### config.mk
export PLATFORM = sky130hd
export DESIGN_NAME = rational_accumulator_alu
export DESIGN_NICKNAME = d
export VERILOG_FILES = /design/src/hw/rtl/rac_pkg.sv /design/src/hw/rtl/rac_unit.sv /design/src/hw/rtl/rational_accumulator_alu.sv
export SDC_FILE = /design/constraint.sdc
export NUM_CORES = 2
export LEC_CHECK = 0
export ABC_CLOCK_PERIOD_IN_PS = 11000
export BUFFER_PORTS_ARGS = -buffer_cell sky130_fd_sc_hd__buf_2
export CAP_MARGIN = 10
export CORE_MARGIN = 5
export CORE_UTILIZATION = 42
export DETAILED_ROUTE_END_ITERATION = 16
export PLACE_DENSITY = 0.54
export SLEW_MARGIN = 20
export SYNTH_ARGS = -nofsm -noshare
export SYNTH_HDL_FRONTEND = slang
export SYNTH_SLANG_ARGS = --single-unit
### constraint.sdc
create_clock -name clk -period 11 [get_ports clk]
set_clock_uncertainty 0.1 [all_clocks]
set_input_delay 1.65 -clock clk [delete_from_list [all_inputs] [get_ports clk]]
set_output_delay 1.65 -clock clk [all_outputs]
set_load 0.02 [all_outputs]
### src/hw/rtl/rac_pkg.sv
// shared types and codes for the rational accumulator alu
`default_nettype none
package rac_pkg;

    localparam logic [2:0] CMD_LOAD = 3'd0;
    localparam logic [2:0] CMD_ADD  = 3'd1;
    localparam logic [2:0] CMD_SUB  = 3'd2;
    localparam logic [2:0] CMD_MUL  = 3'd3;
    localparam logic [2:0] CMD_DIV  = 3'd4;

    localparam logic [1:0] STAT_OK   = 2'd0;
    localparam logic [1:0] STAT_ZERO = 2'd1;
    localparam logic [1:0] STAT_OVF  = 2'd2;

    typedef enum logic [1:0] {
        UOP_MUL,
        UOP_DIV,
        UOP_GCD
    } uop_t;

    typedef enum logic [3:0] {
        S_IDLE,
        S_OG,
        S_OQ1,
        S_OQ2,
        S_MUL1,
        S_MUL2,
        S_MUL3,
        S_COMB,
        S_CZ,
        S_CG,
        S_CQ1,
        S_CQ2,
        S_CHK,
        S_OUT
    } state_t;

    typedef struct packed {
        logic start;
        uop_t op;
    } unit_req_t;

    typedef struct packed {
        logic        done;
        logic [63:0] res;
    } unit_rsp_t;

endpackage
`default_nettype wire

### src/hw/rtl/rac_unit.sv
// shared 64-bit unit: shift-add multiply, restoring divide, binary gcd
`default_nettype none
module rac_unit
(
    input  wire logic              clk,
    input  wire logic              rst_n,
    input  wire rac_pkg::unit_req_t req,
    input  wire logic [63:0]       a,
    input  wire logic [63:0]       b,
    output rac_pkg::unit_rsp_t     rsp
);

    logic [63:0]   a_reg, a_next;
    logic [63:0]   b_reg, b_next;
    logic [64:0]   r_reg, r_next;
    logic [5:0]    k_reg, k_next;
    logic [5:0]    cnt_reg, cnt_next;
    logic          busy_reg, busy_next;
    logic          done_reg, done_next;
    logic [63:0]   res_reg, res_next;
    rac_pkg::uop_t op_reg, op_next;
    logic [64:0]   rem_sh;
    logic          q_bit;

    assign rem_sh = {r_reg[63:0], a_reg[63]};
    assign q_bit  = (rem_sh >= {1'b0, b_reg});

    always_comb
    begin
        a_next    = a_reg;
        b_next    = b_reg;
        r_next    = r_reg;
        k_next    = k_reg;
        cnt_next  = cnt_reg;
        busy_next = busy_reg;
        done_next = 1'b0;
        res_next  = res_reg;
        op_next   = op_reg;
        if (req.start)
        begin
            a_next    = a;
            b_next    = b;
            r_next    = '0;
            k_next    = '0;
            cnt_next  = '0;
            busy_next = 1'b1;
            op_next   = req.op;
        end
        else if (busy_reg)
        begin
            case (op_reg)
                rac_pkg::UOP_MUL:
                begin
                    if (b_reg == 64'd0)
                    begin
                        res_next  = r_reg[63:0];
                        done_next = 1'b1;
                        busy_next = 1'b0;
                    end
                    else
                    begin
                        if (b_reg[0])
                        begin
                            r_next = r_reg + {1'b0, a_reg};
                        end
                        a_next = {a_reg[62:0], 1'b0};
                        b_next = {1'b0, b_reg[63:1]};
                    end
                end
                rac_pkg::UOP_DIV:
                begin
                    // one quotient bit per cycle
                    r_next   = q_bit ? (rem_sh - {1'b0, b_reg}) : rem_sh;
                    a_next   = {a_reg[62:0], q_bit};
                    cnt_next = cnt_reg + 6'd1;
                    if (cnt_reg == 6'd63)
                    begin
                        res_next  = {a_reg[62:0], q_bit};
                        done_next = 1'b1;
                        busy_next = 1'b0;
                    end
                end
                rac_pkg::UOP_GCD:
                begin
                    if (a_reg == b_reg)
                    begin
                        res_next  = a_reg << k_reg;
                        done_next = 1'b1;
                        busy_next = 1'b0;
                    end
                    else if (!a_reg[0] && !b_reg[0])
                    begin
                        a_next = {1'b0, a_reg[63:1]};
                        b_next = {1'b0, b_reg[63:1]};
                        k_next = k_reg + 6'd1;
                    end
                    else if (!a_reg[0])
                    begin
                        a_next = {1'b0, a_reg[63:1]};
                    end
                    else if (!b_reg[0])
                    begin
                        b_next = {1'b0, b_reg[63:1]};
                    end
                    else if (a_reg > b_reg)
                    begin
                        a_next = a_reg - b_reg;
                    end
                    else
                    begin
                        b_next = b_reg - a_reg;
                    end
                end
                default:
                begin
                    busy_next = 1'b0;
                end
            endcase
        end
    end

    always_ff @(posedge clk or negedge rst_n)
    begin
        if (!rst_n)
        begin
            busy_reg <= 1'b0;
            done_reg <= 1'b0;
            op_reg   <= rac_pkg::UOP_MUL;
        end
        else
        begin
            busy_reg <= busy_next;
            done_reg <= done_next;
            op_reg   <= op_next;
        end
    end

    always_ff @(posedge clk)
    begin
        a_reg   <= a_next;
        b_reg   <= b_next;
        r_reg   <= r_next;
        k_reg   <= k_next;
        cnt_reg <= cnt_next;
        res_reg <= res_next;
    end

    assign rsp.done = done_reg;
    assign rsp.res  = res_reg;

endmodule
`default_nettype wire

### src/hw/rtl/rational_accumulator_alu.sv
// top level of the rational accumulator alu
`default_nettype none
// Rational accumulator: holds one fraction in lowest terms with a positive
// denominator and applies load, add, subtract, multiply or divide with an
// operand fraction per request. One request is taken at a time; s_tready is
// low from acceptance until its result has been taken on the master side.
// Multiplies, divisions and gcds run through one shared 64-bit unit
// (shift-add multiply, 64-step restoring divide, binary gcd) under a
// sequencer. An unused command or a zero denominator shows its result in
// the cycle right after acceptance; a full add or subtract uses two gcds,
// four divisions and three multiplies. Errors (zero denominator, zero
// divisor, result out of WIDTH range) leave the accumulator unchanged and
// the result shows the unchanged accumulator with the error status. Unused
// commands leave the accumulator unchanged with status ok.
module rational_accumulator_alu
#(
    parameter int WIDTH = 32
)
(
    input  wire logic        clk,
    input  wire logic        rst_n,
    input  wire logic        s_tvalid,
    output logic             s_tready,
    input  wire logic [63:0] s_tdata,   // operand_num[31:0], operand_den[63:32]
    input  wire logic [2:0]  s_tuser,   // cmd[2:0]
    output logic             m_tvalid,
    input  wire logic        m_tready,
    output logic [63:0]      m_tdata,   // result_num[31:0], result_den[62:32], zero[63]
    output logic [1:0]       m_tuser    // status[1:0]
);

    localparam logic [63:0] LIM = 64'd1 << (WIDTH - 1);

    rac_pkg::state_t state_reg, state_next;

    logic [2:0]  cmd_reg, cmd_next;
    logic [63:0] on_reg, on_next;
    logic [63:0] od_reg, od_next;
    logic [63:0] g_reg, g_next;
    logic [63:0] t1_reg, t1_next;
    logic [63:0] t2_reg, t2_next;
    logic [63:0] mag_reg, mag_next;
    logic [63:0] den_reg, den_next;
    logic        oneg_reg, oneg_next;
    logic        rneg_reg, rneg_next;
    logic [31:0] acc_num_reg, acc_num_next;
    logic [30:0] acc_den_reg, acc_den_next;
    logic [1:0]  status_reg, status_next;
    logic        issued_reg;

    // operand and accumulator magnitudes
    logic        nneg, dneg, aneg, s2;
    logic [31:0] nmag, dmag;
    logic [63:0] amag, aden;

    rac_pkg::unit_req_t u_req;
    rac_pkg::unit_rsp_t u_rsp;
    logic               u_use;
    logic [63:0]        u_a, u_b;

    assign nneg = s_tdata[31];
    assign dneg = s_tdata[63];
    assign nmag = nneg ? (~s_tdata[31:0] + 32'd1) : s_tdata[31:0];
    assign dmag = dneg ? (~s_tdata[63:32] + 32'd1) : s_tdata[63:32];
    assign aneg = acc_num_reg[31];
    assign amag = {32'd0, aneg ? (~acc_num_reg + 32'd1) : acc_num_reg};
    assign aden = {33'd0, acc_den_reg};
    // sign of the operand term for add and subtract
    assign s2   = (cmd_reg == rac_pkg::CMD_SUB) ? !oneg_reg : oneg_reg;

    // next state and datapath
    always_comb
    begin
        state_next   = state_reg;
        cmd_next     = cmd_reg;
        on_next      = on_reg;
        od_next      = od_reg;
        g_next       = g_reg;
        t1_next      = t1_reg;
        t2_next      = t2_reg;
        mag_next     = mag_reg;
        den_next     = den_reg;
        oneg_next    = oneg_reg;
        rneg_next    = rneg_reg;
        acc_num_next = acc_num_reg;
        acc_den_next = acc_den_reg;
        status_next  = status_reg;
        case (state_reg)
            rac_pkg::S_IDLE:
            begin
                if (s_tvalid)
                begin
                    cmd_next  = s_tuser;
                    on_next   = {32'd0, nmag};
                    od_next   = {32'd0, dmag};
                    oneg_next = nneg ^ dneg;
                    if (s_tuser > rac_pkg::CMD_DIV)
                    begin
                        status_next = rac_pkg::STAT_OK;
                        state_next  = rac_pkg::S_OUT;
                    end
                    else if (dmag == 32'd0)
                    begin
                        status_next = rac_pkg::STAT_ZERO;
                        state_next  = rac_pkg::S_OUT;
                    end
                    else if (nmag == 32'd0)
                    begin
                        on_next    = 64'd0;
                        od_next    = 64'd1;
                        oneg_next  = 1'b0;
                        state_next = rac_pkg::S_MUL1;
                    end
                    else
                    begin
                        state_next = rac_pkg::S_OG;
                    end
                end
            end
            rac_pkg::S_OG:
            begin
                if (u_rsp.done)
                begin
                    g_next     = u_rsp.res;
                    state_next = rac_pkg::S_OQ1;
                end
            end
            rac_pkg::S_OQ1:
            begin
                if (u_rsp.done)
                begin
                    on_next    = u_rsp.res;
                    state_next = rac_pkg::S_OQ2;
                end
            end
            rac_pkg::S_OQ2:
            begin
                if (u_rsp.done)
                begin
                    od_next    = u_rsp.res;
                    state_next = rac_pkg::S_MUL1;
                end
            end
            rac_pkg::S_MUL1:
            begin
                if (cmd_reg == rac_pkg::CMD_LOAD)
                begin
                    mag_next   = on_reg;
                    den_next   = od_reg;
                    rneg_next  = oneg_reg;
                    state_next = rac_pkg::S_CZ;
                end
                else if (cmd_reg == rac_pkg::CMD_DIV && on_reg == 64'd0)
                begin
                    status_next = rac_pkg::STAT_ZERO;
                    state_next  = rac_pkg::S_OUT;
                end
                else if (u_rsp.done)
                begin
                    if (cmd_reg == rac_pkg::CMD_ADD || cmd_reg == rac_pkg::CMD_SUB)
                    begin
                        t1_next = u_rsp.res;
                    end
                    else
                    begin
                        mag_next = u_rsp.res;
                    end
                    state_next = rac_pkg::S_MUL2;
                end
            end
            rac_pkg::S_MUL2:
            begin
                if (u_rsp.done)
                begin
                    if (cmd_reg == rac_pkg::CMD_ADD || cmd_reg == rac_pkg::CMD_SUB)
                    begin
                        t2_next    = u_rsp.res;
                        state_next = rac_pkg::S_MUL3;
                    end
                    else
                    begin
                        den_next   = u_rsp.res;
                        rneg_next  = aneg ^ oneg_reg;
                        state_next = rac_pkg::S_CZ;
                    end
                end
            end
            rac_pkg::S_MUL3:
            begin
                if (u_rsp.done)
                begin
                    den_next   = u_rsp.res;
                    state_next = rac_pkg::S_COMB;
                end
            end
            rac_pkg::S_COMB:
            begin
                // signed sum of the two cross products
                if (aneg == s2)
                begin
                    mag_next  = t1_reg + t2_reg;
                    rneg_next = aneg;
                end
                else if (t1_reg >= t2_reg)
                begin
                    mag_next  = t1_reg - t2_reg;
                    rneg_next = aneg;
                end
                else
                begin
                    mag_next  = t2_reg - t1_reg;
                    rneg_next = s2;
                end
                state_next = rac_pkg::S_CZ;
            end
            rac_pkg::S_CZ:
            begin
                if (mag_reg == 64'd0)
                begin
                    acc_num_next = 32'd0;
                    acc_den_next = 31'd1;
                    status_next  = rac_pkg::STAT_OK;
                    state_next   = rac_pkg::S_OUT;
                end
                else
                begin
                    state_next = rac_pkg::S_CG;
                end
            end
            rac_pkg::S_CG:
            begin
                if (u_rsp.done)
                begin
                    g_next     = u_rsp.res;
                    state_next = rac_pkg::S_CQ1;
                end
            end
            rac_pkg::S_CQ1:
            begin
                if (u_rsp.done)
                begin
                    mag_next   = u_rsp.res;
                    state_next = rac_pkg::S_CQ2;
                end
            end
            rac_pkg::S_CQ2:
            begin
                if (u_rsp.done)
                begin
                    den_next   = u_rsp.res;
                    state_next = rac_pkg::S_CHK;
                end
            end
            rac_pkg::S_CHK:
            begin
                // range check against WIDTH before writing back
                if (den_reg > LIM - 64'd1 ||
                    (rneg_reg ? (mag_reg > LIM) : (mag_reg > LIM - 64'd1)))
                begin
                    status_next = rac_pkg::STAT_OVF;
                end
                else
                begin
                    acc_num_next = rneg_reg ? (32'd0 - mag_reg[31:0]) : mag_reg[31:0];
                    acc_den_next = den_reg[30:0];
                    status_next  = rac_pkg::STAT_OK;
                end
                state_next = rac_pkg::S_OUT;
            end
            rac_pkg::S_OUT:
            begin
                if (m_tready)
                begin
                    state_next = rac_pkg::S_IDLE;
                end
            end
            default:
            begin
                state_next = rac_pkg::S_IDLE;
            end
        endcase
    end

    // unit requests and handshake outputs
    always_comb
    begin
        u_use   = 1'b0;
        u_a     = on_reg;
        u_b     = od_reg;
        u_req.op = rac_pkg::UOP_MUL;
        case (state_reg)
            rac_pkg::S_OG:
            begin
                u_use    = 1'b1;
                u_req.op = rac_pkg::UOP_GCD;
            end
            rac_pkg::S_OQ1:
            begin
                u_use    = 1'b1;
                u_req.op = rac_pkg::UOP_DIV;
                u_b      = g_reg;
            end
            rac_pkg::S_OQ2:
            begin
                u_use    = 1'b1;
                u_req.op = rac_pkg::UOP_DIV;
                u_a      = od_reg;
                u_b      = g_reg;
            end
            rac_pkg::S_MUL1:
            begin
                u_use = (cmd_reg != rac_pkg::CMD_LOAD) &&
                        !(cmd_reg == rac_pkg::CMD_DIV && on_reg == 64'd0);
                u_a   = amag;
                u_b   = (cmd_reg == rac_pkg::CMD_MUL) ? on_reg : od_reg;
            end
            rac_pkg::S_MUL2:
            begin
                u_use = 1'b1;
                if (cmd_reg == rac_pkg::CMD_ADD || cmd_reg == rac_pkg::CMD_SUB)
                begin
                    u_a = on_reg;
                    u_b = aden;
                end
                else
                begin
                    u_a = aden;
                    u_b = (cmd_reg == rac_pkg::CMD_DIV) ? on_reg : od_reg;
                end
            end
            rac_pkg::S_MUL3:
            begin
                u_use = 1'b1;
                u_a   = aden;
                u_b   = od_reg;
            end
            rac_pkg::S_CG:
            begin
                u_use    = 1'b1;
                u_req.op = rac_pkg::UOP_GCD;
                u_a      = mag_reg;
                u_b      = den_reg;
            end
            rac_pkg::S_CQ1:
            begin
                u_use    = 1'b1;
                u_req.op = rac_pkg::UOP_DIV;
                u_a      = mag_reg;
                u_b      = g_reg;
            end
            rac_pkg::S_CQ2:
            begin
                u_use    = 1'b1;
                u_req.op = rac_pkg::UOP_DIV;
                u_a      = den_reg;
                u_b      = g_reg;
            end
            default:
            begin
                u_use = 1'b0;
            end
        endcase
        u_req.start = u_use && !issued_reg;
        s_tready    = (state_reg == rac_pkg::S_IDLE);
        m_tvalid    = (state_reg == rac_pkg::S_OUT);
    end

    assign m_tdata = {1'b0, acc_den_reg, acc_num_reg};
    assign m_tuser = status_reg;

    rac_unit u_unit
    (
        .clk   (clk),
        .rst_n (rst_n),
        .req   (u_req),
        .a     (u_a),
        .b     (u_b),
        .rsp   (u_rsp)
    );

    always_ff @(posedge clk or negedge rst_n)
    begin
        if (!rst_n)
        begin
            state_reg   <= rac_pkg::S_IDLE;
            issued_reg  <= 1'b0;
            acc_num_reg <= 32'd0;
            acc_den_reg <= 31'd1;
            status_reg  <= rac_pkg::STAT_OK;
        end
        else
        begin
            state_reg   <= state_next;
            issued_reg  <= u_rsp.done ? 1'b0 : (u_req.start ? 1'b1 : issued_reg);
            acc_num_reg <= acc_num_next;
            acc_den_reg <= acc_den_next;
            status_reg  <= status_next;
        end
    end

    always_ff @(posedge clk)
    begin
        cmd_reg  <= cmd_next;
        on_reg   <= on_next;
        od_reg   <= od_next;
        g_reg    <= g_next;
        t1_reg   <= t1_next;
        t2_reg   <= t2_next;
        mag_reg  <= mag_next;
        den_reg  <= den_next;
        oneg_reg <= oneg_next;
        rneg_reg <= rneg_next;
    end

endmodule
`default_nettype wire

After elaboration in Yosys (flattened, before gate mapping)
Index checks and enable logic that the tools add are counted.
{"block": "totals", "reg_bits": 796, "inputBits": 71, "out_inout_bits": 68, "wordCells": 285}
{"block": "op_classes", "n_addsub": 13, "n_lt_le_gt_ge": 7, "n_eq_ne": 55, "n_shift": 1, "mux": 116, "bitwise_logic": 9, "reduce_logical": 58}
{"cell": "two-way mux 64 bit", "count": 33}
{"cell": "case mux 64 bit (3 select lines)", "count": 4}
{"cell": "two-way mux 32 bit", "count": 12}
{"cell": "case mux 64 bit (2 select lines)", "count": 3}
{"cell": "case mux 64 bit (6 select lines)", "count": 1}
{"cell": "case mux 64 bit (4 select lines)", "count": 1}
{"cell": "subtractor 64 bit", "count": 4}
{"cell": "two-way mux 65 bit", "count": 3}
{"cell": "logical NOT 64 bit", "count": 3}
{"cell": "case mux 65 bit (2 select lines)", "count": 1}
{"cell": "greater-than comparator 64 x 31 -> 1 bit (second input constant)", "count": 2}
{"cell": "adder 32 x 1 -> 32 bit (second input constant)", "count": 3}
{"cell": "inverter 32 bit", "count": 3}
{"cell": "adder 65 x 64 -> 65 bit", "count": 1}
{"cell": "greater-or-equal comparator 65 x 64 -> 1 bit", "count": 1}
{"cell": "subtractor 65 x 64 -> 65 bit", "count": 1}
{"cell": "adder 64 bit", "count": 1}
{"cell": "== test 64 bit", "count": 1}
{"cell": "greater-or-equal comparator 64 bit", "count": 1}
{"cell": "greater-than comparator 64 x 32 -> 1 bit (second input constant)", "count": 1}
{"cell": "greater-than comparator 64 bit", "count": 1}
{"cell": "logical NOT 32 bit", "count": 2}
{"cell": "two-way mux 4 bit", "count": 16}
{"cell": "case mux 32 bit (2 select lines)", "count": 1}
{"cell": "other kinds (53)", "count": 159}

Longest topological paths before layout
{"block": "logic_depth", "ltp_word": 9, "mapped_depth": 18, "depth_no_buf": 15}

Modules after synthesis
A second synthesis with hierarchy kept.
{"block": "unflattened", "cells_unflattened": 8580, "area_unflattened_um2": 71397.2}
{"mod": "rational_accumulator_alu", "instances": 1, "cells_each": 4165, "area_per_inst_um2": 37802.5, "seq_area_each_um2": 15356.0}
{"mod": "rac_unit", "instances": 1, "cells_each": 4415, "area_per_inst_um2": 33594.7, "seq_area_each_um2": 7387.1}

Worst setup path after synthesis
No wires, ideal clock.
{"block": "synth_path", "kind": "register to register", "startpoint": "reg cmd_reg[0]", "endpoint": "reg u_unit.res_reg[0] (enable)", "setup_ns": 0.565, "t_arrival_ns": 7.104, "required_ns": 10.335, "path_slack_ns": 3.231, "path_stages_with_launch": 14, "path_buffers": 5, "period_less_slack_ns": 7.769, "path_cell_list": "edfxtp_1 > clkbuf_1 > nor3b_1 > nand3_1 > nor3_1 > nand4_1 > a32oi_1 > or2_2 > clkbuf_1 > clkbuf_1 > clkbuf_1 > clkbuf_1 > nand2_1 > nor3_1"}
{"block": "synth_via", "elab_chain_cells": 8, "word_cells_on_any_way": 9, "classes_between": "1 x eq/ne; 1 x mux; 1 x bitwise; 6 x reduce/logical"}
{"element": "from (decl)", "line_no": "rational_accumulator_alu.sv:36", "rtl": "logic [2:0] cmd_reg, cmd_next;"}
{"element": "from (signal assigned)", "line_no": "rational_accumulator_alu.sv:403", "rtl": "cmd_reg <= cmd_next;"}
{"element": "== test 3 bit", "line_no": "rational_accumulator_alu.sv:313", "rtl": "!(cmd_reg == rac_pkg::CMD_DIV && on_reg == 64'd0);"}
{"element": "logical AND 1 bit", "line_no": "rational_accumulator_alu.sv:313"}
{"element": "logical NOT 1 bit", "line_no": "rational_accumulator_alu.sv:313"}
{"element": "logical AND 1 bit (*)", "line_no": "rational_accumulator_alu.sv:312", "rtl": "u_use = (cmd_reg != rac_pkg::CMD_LOAD) &&"}
{"element": "case mux 1 bit (2 select lines) (*)", "line_no": "rational_accumulator_alu.sv:291", "rtl": "case (state_reg)"}
{"element": "logical AND 1 bit (*)", "line_no": "rational_accumulator_alu.sv:363", "rtl": "u_req.start = u_use && !issued_reg;"}
{"element": "inverter 1 bit (no line) (*)"}
{"element": "AND reduction 6 bit (no line) (*)"}
{"element": "to (signal assigned)", "line_no": "rac_unit.sv:145", "rtl": "res_reg <= res_next;"}
{"element": "to (decl)", "line_no": "rac_unit.sv:20", "rtl": "logic [63:0] res_reg, res_next;"}
Mark *: on every way between the ends. The rest lies on a longest branch, timed or not.
A chain may end at the register's enable or synchronous reset.

Worst setup path after layout
{"block": "layout_path", "startpoint": "reg t2_reg[45]", "endpoint": "reg mag_reg[48] (data pin)"}
{"block": "layout_via", "elab_chain_cells": 4, "word_cells_on_any_way": 7, "classes_between": "3 x add/sub; 1 x order compare; 3 x mux"}
{"element": "from (decl)", "line_no": "rational_accumulator_alu.sv:41", "rtl": "logic [63:0] t2_reg, t2_next;"}
{"element": "from (signal assigned)", "line_no": "rational_accumulator_alu.sv:408", "rtl": "t2_reg <= t2_next;"}
{"element": "subtractor 64 bit, or another cell as far along", "line_no": "rational_accumulator_alu.sv:211", "rtl": "mag_next = t2_reg - t1_reg;"}
{"element": "two-way mux 64 bit", "line_no": "rational_accumulator_alu.sv:204", "rtl": "else if (t1_reg >= t2_reg)"}
{"element": "two-way mux 64 bit (*)", "line_no": "rational_accumulator_alu.sv:199", "rtl": "if (aneg == s2)"}
{"element": "case mux 64 bit (3 select lines) (*)", "line_no": "rational_accumulator_alu.sv:88", "rtl": "case (state_reg)"}
{"element": "named net mag_next[48]", "line_no": "rational_accumulator_alu.sv:42", "rtl": "logic [63:0] mag_reg, mag_next;"}
{"element": "to (signal assigned)", "line_no": "rational_accumulator_alu.sv:409", "rtl": "mag_reg <= mag_next;"}
{"element": "to (decl)", "line_no": "rational_accumulator_alu.sv:42"}
Mark *: on every way through the listed nets, which the timed path passes. The rest lies on a longest branch.

==> results.py <==
metrics = {
    "worst_hold_path": {
        "holdCritStartpoint": "u_unit.cnt_reg[1]$_SDFFE_PN0P_",
        "hp-class": "flop to flop",
    },
    "global_routing": {
        "grt_pass1_wl_um": 488000,
        "first_global_vias": 67513,
        "gr-total-overflow": 0,
        "grt_max_degree": 113,
        "grt_util_all_layers_pct": 36.8,
        "grt_antenna_before_repair": 11,
    },
    "power_and_ir_drop": {
        "clkPwrFrac_pct": 23.3,
        "p_leak_nw": 29.6,
        "ir_drop_mv": 0.166,
        "pwr_density_cell_mw_per_mm2": 185,
        "netSwitchingPower_w": 0.00648,
        "power_frac_seq_pct": 28.5,
        "internal_power_w": 0.00773,
        "combPwrFrac_pct": 48.3,
        "p_total_w": 0.0142,
        "p_sw_share_pct": 45.6,
    },
    "clock_network": {
        "cts_tree": "yes",
        "root_buffer": "clkbuf_16",
        "insertion_delay_ns": 0.75,
        "cts.sink_count": 795,
        "post-cts-setup-buffer-count": 0,
        "cts_hold_buf": 0,
        "post_cts_resized": 0,
        "cts_max_level": 3,
        "clock_path_buffers": 3,
        "numCtsBuffers": 92,
        "path_clk_slew_ns": 0.06,
    },
    "floorplanning": {
        "dieHeight_um": 421,
        "core_region_area_mm2": 0.169,
        "start_util_pct": 42.1,
        "placementRows": 151,
        "die_area_mm2": 0.177,
        "die_w_um": 421,
        "io_pins": 139,
    },
    "worst_setup_path": {
        "cp-start-kind": "flop",
        "critPathMaxFanout": 34,
        "startpoint": "t2_reg[45]$_DFFE_PP_",
        "cp_data_arrival_time_ns": 6.78,
        "worstSetupPathType": "flop to flop",
        "worstReg2RegStart": "t2_reg[45]$_DFFE_PP_",
        "crit_path_end_kind": "flop",
        "crit_required_ns": 11.36,
        "r2r_setup_slack_ns": 4.59,
    },
    "routing": {
        "drt_wl_total_um": 345000,
        "via_count": 72166,
        "drtAntennaViolNets": 0,
        "drt-pass1-iter-count": 10,
        "drc": 0,
        "first_iter_violations": 10930,
        "routedWlPerCell_um": 32.5,
        "via_per_inst": 6.80,
    },
    "placement": {
        "dp_hpwl_um": 266000,
        "dp_slack_ns": 4.68,
        "io_buffer_count": 137,
        "dp.cells": 10429,
        "place_congestion": 1.00,
    },
    "timing": {
        "max_freq_mhz": 156,
        "post-route-period-util_pct": 58.3,
        "setup_viol": 0,
        "rsz0062_at_grt": "false",
        "slew-limit-headroom_pct": 15.3,
        "finalMaxSlewViolations": 0,
        "final_hold_viol_count": 0,
        "fin_crit_ns": 6.41,
        "finalSetupTns_ns": 0,
        "worstMarginPinSlew_ns": 1.27,
        "setup_ws_ns": 4.59,
    },
    "synth": {
        "yosysWarnings": 0,
        "synth_edf_count": 645,
        "synth_seq_cells": 795,
        "syn_area_per_cell_um2": 8.33,
        "synth.top_cell.area_share_pct": 27.3,
        "synth_cell_types": 99,
        "yosysSeqAreaShare_pct": 32.0,
        "ys.flop_type": "edfxtp_1",
        "syn_area_mm2": 0.0710,
        "synth_area_leader_cell": "edfxtp_1",
        "syn_nets": 9063,
        "syn_inst": 8528,
        "synth_area_leaders": "edfxtp_1 27%, ha_1 8.1%, a21oi_1 6.0%, nand2_1 5.2%, o21ai_0 5.0%",
        "async_flop_share_pct": 9.31,
    },
    "status": {
        "status": "completed",
    },
    "final_layout": {
        "area_growth_pct": 8.10,
        "fin_nets": 8841,
        "drive_gt1_share_pct": 7.99,
        "instances_no_fill": 10610,
        "fillers": 16800,
    },
    "run": {
        "drv_cap": 0,
    },
}
[metal layers]
metal	GRT usage, %	wire, um	vias up
li1	-	-	31688
met1	50.9	142000	35521
met2	56.4	149000	4302
met3	5.44	32700	653
met4	18.2	21000	2
met5	0	14	-
[layout by cell type (no fill, tap or decap), drive strengths merged, types with 34 or more instances in the layout]
cell type | synthesis | final
nand2 | 993 | 993
a21oi | 848 | 848
o21ai | 716 | 716
edfxtp | 645 | 645
nor2 | 519 | 519
ha | 457 | 457
inv | 433 | 442
buf | 67 | 280
xnor2 | 235 | 235
a21o | 194 | 194
xor2 | 180 | 180
nand3 | 168 | 168
a222oi | 148 | 148
nand4 | 144 | 144
nor3 | 144 | 144
o21bai | 133 | 133
o31ai | 124 | 124
a31oi | 118 | 118
mux2i | 116 | 116
clkbuf | 530 | 111
a221oi | 110 | 110
a22oi | 110 | 110
nor4 | 101 | 101
a211oi | 79 | 79
o211ai | 77 | 77
dfxtp | 76 | 76
mux2 | 73 | 73
dfrtp | 73 | 73
and2 | 73 | 73
and3 | 72 | 72
or3 | 68 | 68
o21a | 63 | 63
nor2b | 52 | 52
mux4 | 51 | 51
nand2b | 47 | 47
a21boi | 37 | 37
a41oi | 35 | 35
or4 | 35 | 35
clkinv | 2 | 34
[power by group through the flow]
stage               Combinational (W)  Sequential (W)  Clock, W
floorplan                     0.00440         0.00387         0
global route                  0.00724         0.00406   0.00345
finish                        0.00686         0.00404   0.00331
CTS                           0.00663         0.00402   0.00334
detailed placement            0.00659         0.00407         0
global placement              0.00660         0.00408         0
[through the flow]
step	area, um^2	hold slack (ns)	utilization, %
6_report	76800	0.379	45.5
5_1_grt	76700	0.417	45.5
4_1_cts	76700	0.376	45.5
3_5_place_dp	73600	0.368	43.6
3_3_place_gp	73600	0.363	43.6
2_1_floorplan	71000	0.354	-
[worst max-delay path, stage by stage, from the launching register on]
cell and delay, ns:
edfxtp_1 0.42, ha_1 0.66, nand4_1 0.29, nor4b_1 0.63, nor2b_1 0.29, nand3_1 0.25, a31oi_1 0.84, o21a_2 0.73
buf_4 0.55, mux2i_1 0.27, o221ai_1 0.22, a221oi_1 0.58, mux2i_1 0.25, nand2_1 0.06
[final cells by class]
class | instances | area, um^2 | area share, %
Tap cell | 2218 | 2780 | 3.62
Clock buffer | 110 | 2380 | 3.10
Inverter | 435 | 1630 | 2.13
Clock inverter | 62 | 751 | 0.978
Antenna cell | 8 | 20.0 | 0.0261
Sequential cell | 795 | 22700 | 29.6
Multi-Input combinational cell | 6701 | 44700 | 58.2
Timing Repair Buffer | 281 | 1780 | 2.32
[Yosys cell counts (all sizes together) (116+ instances only)]
library cell	instances
nand2	993
a21oi	848
o21ai	716
edfxtp	645
clkbuf	530
nor2	519
ha	457
inv	433
xnor2	235
a21o	194
xor2	180
nand3	168
a222oi	148
nand4	144
nor3	144
o21bai	133
o31ai	124
a31oi	118
mux2i	116
[path summary, 6_finish.rpt]
path,endpoint,depth (start not counted)
max reg2reg,mag_reg[48]$_DFFE_PP_,13
min reg2reg,u_unit.cnt_reg[1]$_SDFFE_PN0P_,2
max,mag_reg[48]$_DFFE_PP_,13
min,u_unit.cnt_reg[1]$_SDFFE_PN0P_,2
min in group asynchronous,acc_den_reg[11]$_DFFE_PN0P_,1
max in group asynchronous,acc_den_reg[30]$_DFFE_PN0P_,2
[cell families (layout without fill, tap and decap cells)]
family | Yosys count | after routing | synth area share (%)
AOI/OAI and AO/OA | 3081 | 3081 | 28.2
and+or+nand+nor | 2500 | 2500 | 16.4
buffers and inverters | 1032 | 888 | 5.54
DFF | 795 | 795 | 32.0
adders and majority gates | 464 | 464 | 8.25
xor gates and xnor gates | 415 | 415 | 5.12
muxes | 240 | 240 | 4.41
other | 1 | 9 | 0.00528
(Power assumes the default switching activity.)
